**config.mk**
```make
export PLATFORM = sky130hd
export DESIGN_NAME = hysteresis_period_frequency_meter
export DESIGN_NICKNAME = d
export VERILOG_FILES = /design/src/rtl/hpfm_pkg.sv /design/src/rtl/hysteresis_period_frequency_meter.sv /design/src/rtl/hpfm_div.sv
export SDC_FILE = /design/constraint.sdc
export NUM_CORES = 1
export LEC_CHECK = 0
export ABC_CLOCK_PERIOD_IN_PS = 6900
export BUFFER_PORTS_ARGS = -buffer_cell sky130_fd_sc_hd__buf_2
export CORE_UTILIZATION = 60
export CTS_BUF_LIST = sky130_fd_sc_hd__clkbuf_4
export DETAILED_ROUTE_END_ITERATION = 10
export PLACE_DENSITY = 0.75
export SYNTH_ARGS = -nofsm -noshare
export SYNTH_HDL_FRONTEND = slang
export SYNTH_SLANG_ARGS = --single-unit
```
**constraint.sdc**
```tcl
create_clock -name clk_i -period 6.9 [get_ports clk_i]
set_input_delay 0.69 -clock clk_i [delete_from_list [all_inputs] [get_ports clk_i]]
set_output_delay 0.69 -clock clk_i [all_outputs]
set_load 0.01 [all_outputs]
```
**src/rtl/hpfm_pkg.sv**
```systemverilog
// hpfm_pkg: shared types and constants of the hysteresis period frequency meter
// depends on nothing; used by hpfm_div and hysteresis_period_frequency_meter
`default_nettype none

package hpfm_pkg;

  localparam int unsigned CntW  = 32;
  localparam int unsigned PerW  = 24;
  localparam int unsigned FreqW = 16;
  localparam int unsigned FiltW = 19;
  localparam int unsigned CfgIdxW = 3;

  localparam logic [CfgIdxW-1:0] RegThreshold  = 3'd0;
  localparam logic [CfgIdxW-1:0] RegHysteresis = 3'd1;
  localparam logic [CfgIdxW-1:0] RegMinPeriod  = 3'd2;
  localparam logic [CfgIdxW-1:0] RegMaxPeriod  = 3'd3;
  localparam logic [CfgIdxW-1:0] RegTimeout    = 3'd4;
  localparam logic [CfgIdxW-1:0] RegSampleRate = 3'd5;

  localparam logic CmdSample = 1'b0;
  localparam logic CmdRead   = 1'b1;

  typedef struct packed {
    logic            start;
    logic [PerW-1:0] dividend;
    logic [PerW-1:0] divisor;
  } div_req_t;

  typedef struct packed {
    logic            busy;
    logic            done;
    logic [PerW-1:0] quotient;
  } div_rsp_t;

endpackage

`default_nettype wire

```
**src/rtl/hysteresis_period_frequency_meter.sv**
```systemverilog
// hysteresis_period_frequency_meter: schmitt comparator, period tracking and
// smoothed reciprocal frequency; depends on hpfm_pkg and hpfm_div
//
//   channel | signals                                   | direction
//   in      | in_valid_i, in_stall_o, cmd_i, sample_i   | item in
//   out     | out_valid_o, out_stall_i, frequency_hz_o,  | result out
//           | valid_res_o, signal_high_o                |
//   cfg     | cfg_we_i, cfg_index_i, cfg_data_i         | register write
//
// a sample item, or a read that finds no live signal, is answered at its
// accept edge; a live read runs 24 restoring divider steps, registers
// the quotient, then loads the filtered result once the output is free
// reset clears the count, rise position, period, comparator and filter
// an item is taken only when idle and the output register is free or being emptied
`default_nettype none

module hysteresis_period_frequency_meter (
  input  wire logic                          clk_i,
  input  wire logic                          rst_ni,
  input  wire logic                          in_valid_i,
  output logic                               in_stall_o,
  input  wire logic                          cmd_i,
  input  wire logic [7:0]                    sample_i,
  output logic                               out_valid_o,
  input  wire logic                          out_stall_i,
  output logic [hpfm_pkg::FreqW-1:0]         frequency_hz_o,
  output logic                               valid_res_o,
  output logic                               signal_high_o,
  input  wire logic                          cfg_we_i,
  input  wire logic [hpfm_pkg::CfgIdxW-1:0]  cfg_index_i,
  input  wire logic [hpfm_pkg::PerW-1:0]     cfg_data_i
);

  localparam int unsigned CW = hpfm_pkg::CntW;
  localparam int unsigned PW = hpfm_pkg::PerW;
  localparam int unsigned FW = hpfm_pkg::FiltW;
  localparam int unsigned QW = hpfm_pkg::FreqW;

  typedef enum logic [2:0] {
    S_IDLE = 3'b001,
    S_DIV  = 3'b010,
    S_FILT = 3'b100
  } state_e;

  state_e state_q, state_d;

  logic [7:0]    thr_q;
  logic [6:0]    hyst_q;
  logic [PW-1:0] min_q, max_q, tmo_q, rate_q;

  logic [CW-1:0] cnt_q, cnt_d;
  logic [CW-1:0] rise_q, rise_d;
  logic [PW-1:0] per_q, per_d;
  logic          high_q, high_d;
  logic [FW-1:0] filt_q, filt_d;
  logic [QW-1:0] raw_q, raw_d;

  logic          ovalid_q, ovalid_d;
  logic [QW-1:0] ofreq_q, ofreq_d;
  logic          ores_q, ores_d;

  logic          can_load, in_acc;
  logic [7:0]    hi_lvl, lo_lvl;
  logic [CW-1:0] cnt_inc, per_new, since;
  logic          live;
  logic [FW-1:0] target;
  logic [FW:0]   diff, step;
  logic [FW-1:0] filt_new;

  hpfm_pkg::div_req_t div_req;
  hpfm_pkg::div_rsp_t div_rsp;

  hpfm_div u_div (
    .clk_i (clk_i),
    .rst_ni(rst_ni),
    .req_i (div_req),
    .rsp_o (div_rsp)
  );

  assign can_load   = !ovalid_q || !out_stall_i;
  assign in_stall_o = !((state_q == S_IDLE) && can_load);
  assign in_acc     = in_valid_i && !in_stall_o;

  assign hi_lvl  = thr_q + {1'b0, hyst_q};
  assign lo_lvl  = thr_q - {1'b0, hyst_q};
  assign cnt_inc = cnt_q + CW'(1);
  assign per_new = cnt_inc - rise_q;
  assign since   = cnt_q - rise_q;
  assign live    = (since < {{(CW-PW){1'b0}}, tmo_q}) && (per_q != '0);

  assign target   = {raw_q, 3'b000};
  assign diff     = {1'b0, target} - {1'b0, filt_q};
  // arithmetic shift rounded toward zero
  assign step     = $signed(diff + (diff[FW] ? (FW+1)'(3) : (FW+1)'(0))) >>> 2;
  assign filt_new = (filt_q == '0) ? target : (filt_q + step[FW-1:0]);

  always_comb begin
    div_req.start    = 1'b0;
    div_req.dividend = rate_q;
    div_req.divisor  = per_q;
    state_d  = state_q;
    cnt_d    = cnt_q;
    rise_d   = rise_q;
    per_d    = per_q;
    high_d   = high_q;
    filt_d   = filt_q;
    raw_d    = raw_q;
    ovalid_d = ovalid_q && out_stall_i;
    ofreq_d  = ofreq_q;
    ores_d   = ores_q;
    case (state_q)
      S_IDLE: begin
        if (in_acc) begin
          if (cmd_i == hpfm_pkg::CmdSample) begin
            cnt_d = cnt_inc;
            if (!high_q) begin
              if (sample_i >= hi_lvl) begin
                high_d = 1'b1;
                rise_d = cnt_inc;
                if ((per_new >= {{(CW-PW){1'b0}}, min_q}) &&
                    (per_new <= {{(CW-PW){1'b0}}, max_q})) begin
                  per_d = per_new[PW-1:0];
                end
              end
            end else if (sample_i <= lo_lvl) begin
              high_d = 1'b0;
            end
            ovalid_d = 1'b1;
            ofreq_d  = '0;
            ores_d   = 1'b0;
          end else if (!live) begin
            filt_d   = '0;
            ovalid_d = 1'b1;
            ofreq_d  = '0;
            ores_d   = 1'b0;
          end else begin
            div_req.start = 1'b1;
            state_d       = S_DIV;
          end
        end
      end
      S_DIV: begin
        if (div_rsp.done) begin
          raw_d   = div_rsp.quotient[QW-1:0];
          state_d = S_FILT;
        end
      end
      S_FILT: begin
        if (can_load) begin
          filt_d   = filt_new;
          ovalid_d = 1'b1;
          ofreq_d  = filt_new[FW-1:3];
          ores_d   = 1'b1;
          state_d  = S_IDLE;
        end
      end
      default: begin
        state_d = S_IDLE;
      end
    endcase
  end

  always_ff @(posedge clk_i or negedge rst_ni) begin
    if (!rst_ni) begin
      state_q  <= S_IDLE;
      thr_q    <= 8'd128;
      hyst_q   <= 7'd8;
      min_q    <= PW'(2);
      max_q    <= PW'(4096);
      tmo_q    <= PW'(38461);
      rate_q   <= PW'(38461);
      cnt_q    <= '0;
      rise_q   <= '0;
      per_q    <= '0;
      high_q   <= 1'b0;
      filt_q   <= '0;
      ovalid_q <= 1'b0;
    end else begin
      state_q  <= state_d;
      cnt_q    <= cnt_d;
      rise_q   <= rise_d;
      per_q    <= per_d;
      high_q   <= high_d;
      filt_q   <= filt_d;
      ovalid_q <= ovalid_d;
      if (cfg_we_i) begin
        case (cfg_index_i)
          hpfm_pkg::RegThreshold:  thr_q  <= cfg_data_i[7:0];
          hpfm_pkg::RegHysteresis: hyst_q <= cfg_data_i[6:0];
          hpfm_pkg::RegMinPeriod:  min_q  <= cfg_data_i;
          hpfm_pkg::RegMaxPeriod:  max_q  <= cfg_data_i;
          hpfm_pkg::RegTimeout:    tmo_q  <= cfg_data_i;
          hpfm_pkg::RegSampleRate: rate_q <= cfg_data_i;
          default: ;
        endcase
      end
    end
  end

  always_ff @(posedge clk_i) begin
    raw_q   <= raw_d;
    ofreq_q <= ofreq_d;
    ores_q  <= ores_d;
  end

  assign out_valid_o    = ovalid_q;
  assign frequency_hz_o = ofreq_q;
  assign valid_res_o    = ores_q;
  assign signal_high_o  = high_q;

  a_live_read_divides: assert property (@(posedge clk_i) disable iff (!rst_ni)
    (in_acc && (cmd_i == hpfm_pkg::CmdRead) && live) |=> (state_q == S_DIV))
    else $error("live read did not start the divider");

  a_div_busy_state: assert property (@(posedge clk_i) disable iff (!rst_ni)
    div_rsp.busy |-> (state_q == S_DIV))
    else $error("divider busy outside the divide state");

  a_invalid_zero: assert property (@(posedge clk_i) disable iff (!rst_ni)
    (ovalid_q && !ores_q) |-> (ofreq_q == '0))
    else $error("non-valid result carries a frequency");

  a_sample_counts: assert property (@(posedge clk_i) disable iff (!rst_ni)
    (in_acc && (cmd_i == hpfm_pkg::CmdSample)) |=> (cnt_q == $past(cnt_q) + CW'(1)))
    else $error("sample item did not advance the count");

endmodule

`default_nettype wire

```
**src/rtl/hpfm_div.sv**
```systemverilog
// hpfm_div: restoring divider, one subtract and compare per cycle
// depends on hpfm_pkg for widths and the request and response structs
`default_nettype none

module hpfm_div (
  input  wire logic              clk_i,
  input  wire logic              rst_ni,
  input  wire hpfm_pkg::div_req_t req_i,
  output hpfm_pkg::div_rsp_t      rsp_o
);

  localparam int unsigned W  = hpfm_pkg::PerW;
  localparam int unsigned CW = $clog2(W + 1);

  logic [W-1:0]  rem_q, rem_d;
  logic [W-1:0]  quo_q, quo_d;
  logic [W-1:0]  dvs_q, dvs_d;
  logic [CW-1:0] cnt_q, cnt_d;
  logic          busy_q, busy_d;
  logic          done_q, done_d;
  logic [W:0]    shifted;
  logic [W:0]    trial;

  always_comb begin
    shifted = {rem_q, quo_q[W-1]};
    trial   = shifted - {1'b0, dvs_q};
    rem_d   = rem_q;
    quo_d   = quo_q;
    dvs_d   = dvs_q;
    cnt_d   = cnt_q;
    busy_d  = busy_q;
    done_d  = 1'b0;
    if (req_i.start) begin
      rem_d  = '0;
      quo_d  = req_i.dividend;
      dvs_d  = req_i.divisor;
      cnt_d  = CW'(W);
      busy_d = 1'b1;
    end else if (busy_q) begin
      if (!trial[W]) begin
        rem_d = trial[W-1:0];
        quo_d = {quo_q[W-2:0], 1'b1};
      end else begin
        rem_d = shifted[W-1:0];
        quo_d = {quo_q[W-2:0], 1'b0};
      end
      cnt_d = cnt_q - CW'(1);
      if (cnt_q == CW'(1)) begin
        busy_d = 1'b0;
        done_d = 1'b1;
      end
    end
  end

  always_ff @(posedge clk_i or negedge rst_ni) begin
    if (!rst_ni) begin
      cnt_q  <= '0;
      busy_q <= 1'b0;
      done_q <= 1'b0;
    end else begin
      cnt_q  <= cnt_d;
      busy_q <= busy_d;
      done_q <= done_d;
    end
  end

  always_ff @(posedge clk_i) begin
    rem_q <= rem_d;
    quo_q <= quo_d;
    dvs_q <= dvs_d;
  end

  assign rsp_o.busy     = busy_q;
  assign rsp_o.done     = done_q;
  assign rsp_o.quotient = quo_q;

  a_done_not_busy: assert property (@(posedge clk_i) disable iff (!rst_ni)
    done_q |-> !busy_q)
    else $error("divider done while still busy");

  a_start_busy: assert property (@(posedge clk_i) disable iff (!rst_ni)
    req_i.start |=> busy_q)
    else $error("divider not busy after start");

  a_nonzero_divisor: assert property (@(posedge clk_i) disable iff (!rst_ni)
    req_i.start |-> req_i.divisor != '0)
    else $error("divider started with zero divisor");

endmodule

`default_nettype wire

```
==> flow_metrics.py <==
metrics = {
    "final_layout": {
        "drive_gt1_share_pct": 15.29,
        "area_growth_pct": 9.161,
        "fin_nets": 2791,
        "final_area_mm2": 0.02481,
    },
    "sta": {
        "rsz0062_at_grt": "no",
        "maxSlewHeadroom_pct": 21.42,
        "fmax_mhz": 155.2,
        "fin_ws_ps": 458.0,
        "tns_ps": 0,
        "final_max_slew_viol_count": 0,
        "finClkSkew_ps": 99.06,
        "fin_crit_ps": 6442,
        "fin_crit_sh_pct": 93.36,
        "setup-violations-final": 0,
        "hold_viol": 0,
        "tightest_slew_ps": 1168,
    },
    "floorplan": {
        "die_width_um": 196.6,
        "dieArea_mm2": 0.03866,
        "die_height_um": 196.6,
        "initial_core_util_pct": 61.49,
        "core-area_mm2": 0.03696,
        "placementRows": 70,
        "num_io_pins": 61,
    },
    "logic_synthesis": {
        "synth-compound-area-share_pct": 16.86,
        "avgSynthCellArea_um2": 9.426,
        "synth_warnings": 0,
        "ys.flop_type": "dfrtp_1",
        "synth_common_cells": "ha_1 (227), dfrtp_1 (207), inv_1 (201)",
        "synth-simple-area-share_pct": 13.53,
        "synth_xor_area_share_pct": 7.664,
        "syn_inst": 2411,
        "synthAdderAreaFrac_pct": 13.03,
        "seq_area_frac_synth_pct": 38.27,
        "synth_top_family_by_area": "compound AO/OA/AOI/OAI gates",
        "async_reset_ff_share_pct": 68.66,
        "yosysTopAreaCellShare_pct": 22.79,
        "syn_area_mm2": 0.02273,
        "synth_edf_count": 81,
        "yosys.area.top_type": "dfrtp_1",
        "synth_mux_area_share_pct": 6.012,
        "synth_most_common_cell": "ha_1",
        "yosys_register_bits": 335,
        "synth_cell_types": 86,
        "syn_nets": 2685,
        "synthTopCellsByArea": "dfrtp_1 (23%), ha_1 (12%), edfxtp_1 (11%), mux2_2 (5.3%), xnor2_1 (4.8%)",
    },
    "run": {
        "max_cap_violations": 0,
    },
    "cts": {
        "cts-root-buf": "clkbuf_4",
        "worst_setup_hold_path_clk_slew_ps": 70,
        "htreeDepth": 3,
        "clock_sinks": 335,
        "cts_post_setup_buffers_inserted": 0,
        "cts-buffers-inserted": 90,
        "clk_latency_ps": 840,
        "cts_tree": "yes",
        "clk_path_buf_depth": 3,
    },
    "setup_path": {
        "critPathLaunch": "raw_q[0]",
        "worst_path_max_delay_cell": "or4b_4",
        "cp_common_cell": "a21oi_1",
        "crit_arrival_ps": 6970,
        "start_kind": "register",
        "end_kind": "register",
        "criticalPathCategory": "register to register",
        "rr_startpoint": "raw_q[0]",
        "required_ps": 7430,
        "cp_max_fo": 8,
        "slowest_delay_ps": 520,
    },
    "power": {
        "power.switching_mw": 2.774,
        "total_power_mw": 7.151,
        "p_leak_nw": 11.74,
        "power.share.switching_pct": 38.79,
        "seqPwrFrac_pct": 33.6,
        "peakVddDrop_v": 0.0003108,
        "clkPwrFrac_pct": 25.1,
        "p_per_area_mw_per_mm2": 288.2,
        "comb_power_share_pct": 41.3,
        "internal_power_mw": 4.377,
    },
    "placement": {
        "gp_congestion": 0.9616,
        "io_buffers": 60,
        "place_area_mm2": 0.02362,
        "place_ws_ps": 352.5,
        "post-dp-hpwl_um": 42860,
    },
    "grt": {
        "grt_pass1_wl_um": 92720,
        "antenna_found_initial": 1,
        "grtUsageTotal_pct": 30.16,
        "grt_overflow": 0,
        "grt_max_degree": 87,
        "grt_pass1_vias": 18120,
    },
    "detailed_routing": {
        "vias": 18180,
        "viasPerCell": 5.875,
        "drt-initial-drc-count": 1230,
        "dr.pass1.iters": 5,
        "wl_um": 56390,
        "drc": 0,
        "ant_nets": 0,
        "wl_per_cell_um": 18.22,
    },
    "min_path": {
        "hp-start": "cfg_data_i[18]",
        "hold_class": "primary input to register",
    },
    "run_status": {
        "status": "finished clean",
    },
}
-- through the flow --
| step | util (%) | hold slack [ps] | instances |
|---|---|---|---|
| after floorplan | - | 394.4 | 2411 |
| after global placement | 63.91 | 432.0 | 2928 |
| after detailed placement | 63.91 | 437.2 | 2928 |
| after CTS | 67.12 | 118.8 | 3094 |
| after global routing | 67.12 | 131.6 | 3095 |
| final | 67.12 | 180.4 | 3095 |
-- sequential cells by signal, summed over array words and instances (netlist names), 19 cells and up --
signal	count
tmo_q	24
u_div.dvs_q	24
rise_q	32
max_q	24
filt_q	19
per_q	24
cnt_q	32
rate_q	24
u_div.quo_q	24
min_q	24
u_div.rem_q	24
-- cell families (layout without fill, tap and decap cells) --
logic type | count (synthesis) | count (layout)
and+or+nand+nor | 639 | 639
AOI/OAI and AO/OA | 606 | 606
DFF | 335 | 335
buffers and inverters | 277 | 456
adders and majority gates | 233 | 233
xor gates and xnor gates | 198 | 198
muxes | 123 | 123
other | 0 | 1
-- cell type report --
type | count | area (um2)
multi-input cells | 1799 | 13000
diodes | 1 | 2.502
clock inverters | 27 | 140.1
inverters | 201 | 754.5
repair buffers | 90 | 550.5
well taps | 504 | 630.6
clock buffers | 138 | 1036
flip-flops and latches | 335 | 8697
fillers | 3069 | 12150
-- power groups by stage --
| stage | combinational, mW | sequential, mW | clock [mW] |
|---|---|---|---|
| finish | 2.95 | 2.40 | 1.80 |
| global route | 3.30 | 2.43 | 1.95 |
| CTS | 2.91 | 2.40 | 1.85 |
| detailed placement | 2.88 | 2.44 | 0 |
| global placement | 2.77 | 2.43 | 0 |
| floorplan | 2.05 | 2.41 | 0 |
-- routing by layer --
metal | global-route usage, % | routed length [um]
met5 | 0 | 0
met4 | 10.97 | 1669
met3 | 4.808 | 2474
met2 | 49.07 | 26240
met1 | 40.81 | 26010
-- placed cells by master, fill, tap and decap left out, types with 16 or more instances in the layout --
| cell | n |
|---|---|
| a211oi_1 | 21 |
| a21o_1 | 60 |
| a21oi_1 | 175 |
| a31oi_1 | 16 |
| and3_1 | 19 |
| buf_2 | 59 |
| buf_4 | 28 |
| clkbuf_4 | 138 |
| clkinv_1 | 18 |
| dfrtp_1 | 207 |
| dfstp_2 | 23 |
| dfxtp_1 | 24 |
| edfxtp_1 | 81 |
| ha_1 | 227 |
| inv_1 | 201 |
| mux2_2 | 107 |
| nand2_1 | 183 |
| nand2b_1 | 26 |
| nand3_1 | 60 |
| nand4_1 | 22 |
| nor2_1 | 184 |
| nor2b_1 | 29 |
| nor3_1 | 27 |
| nor4_1 | 23 |
| o211ai_1 | 16 |
| o21a_1 | 36 |
| o21ai_0 | 151 |
| o21bai_1 | 26 |
| xnor2_1 | 124 |
| xor2_1 | 73 |
-- worst max-delay path, delay by kind of cell, from the launching register on --
family          cells  cell delay, ps
mux                 1             170
flops               1             400
xor+xnor            2             240
buf+inv             2             300
compound gates     16            3090
simple gates        4             970
fa+ha+maj           3            1010
-- worst paths after layout --
kind / end / slack (ps) / depth (start not counted)
worst max register to register: frequency_hz_o[14] / 460 / 28
worst max-delay path: frequency_hz_o[14] / 460 / 28
worst min register to register: raw_q[12] / 430 / 0
worst min-delay path: min_q[18] / 180 / 3
max in group asynchronous: per_q[5] / 4910 / 3
min in group asynchronous: out_valid_o / 470 / 2
-- repair_timing --
item	in CTS	in global routing
hold buffers	1	0
gates resized for setup	0	2
endpoints found under the setup margin	0	2
hold endpoints to repair	66	0
No activity file was read; power rests on OpenSTA's default activity.
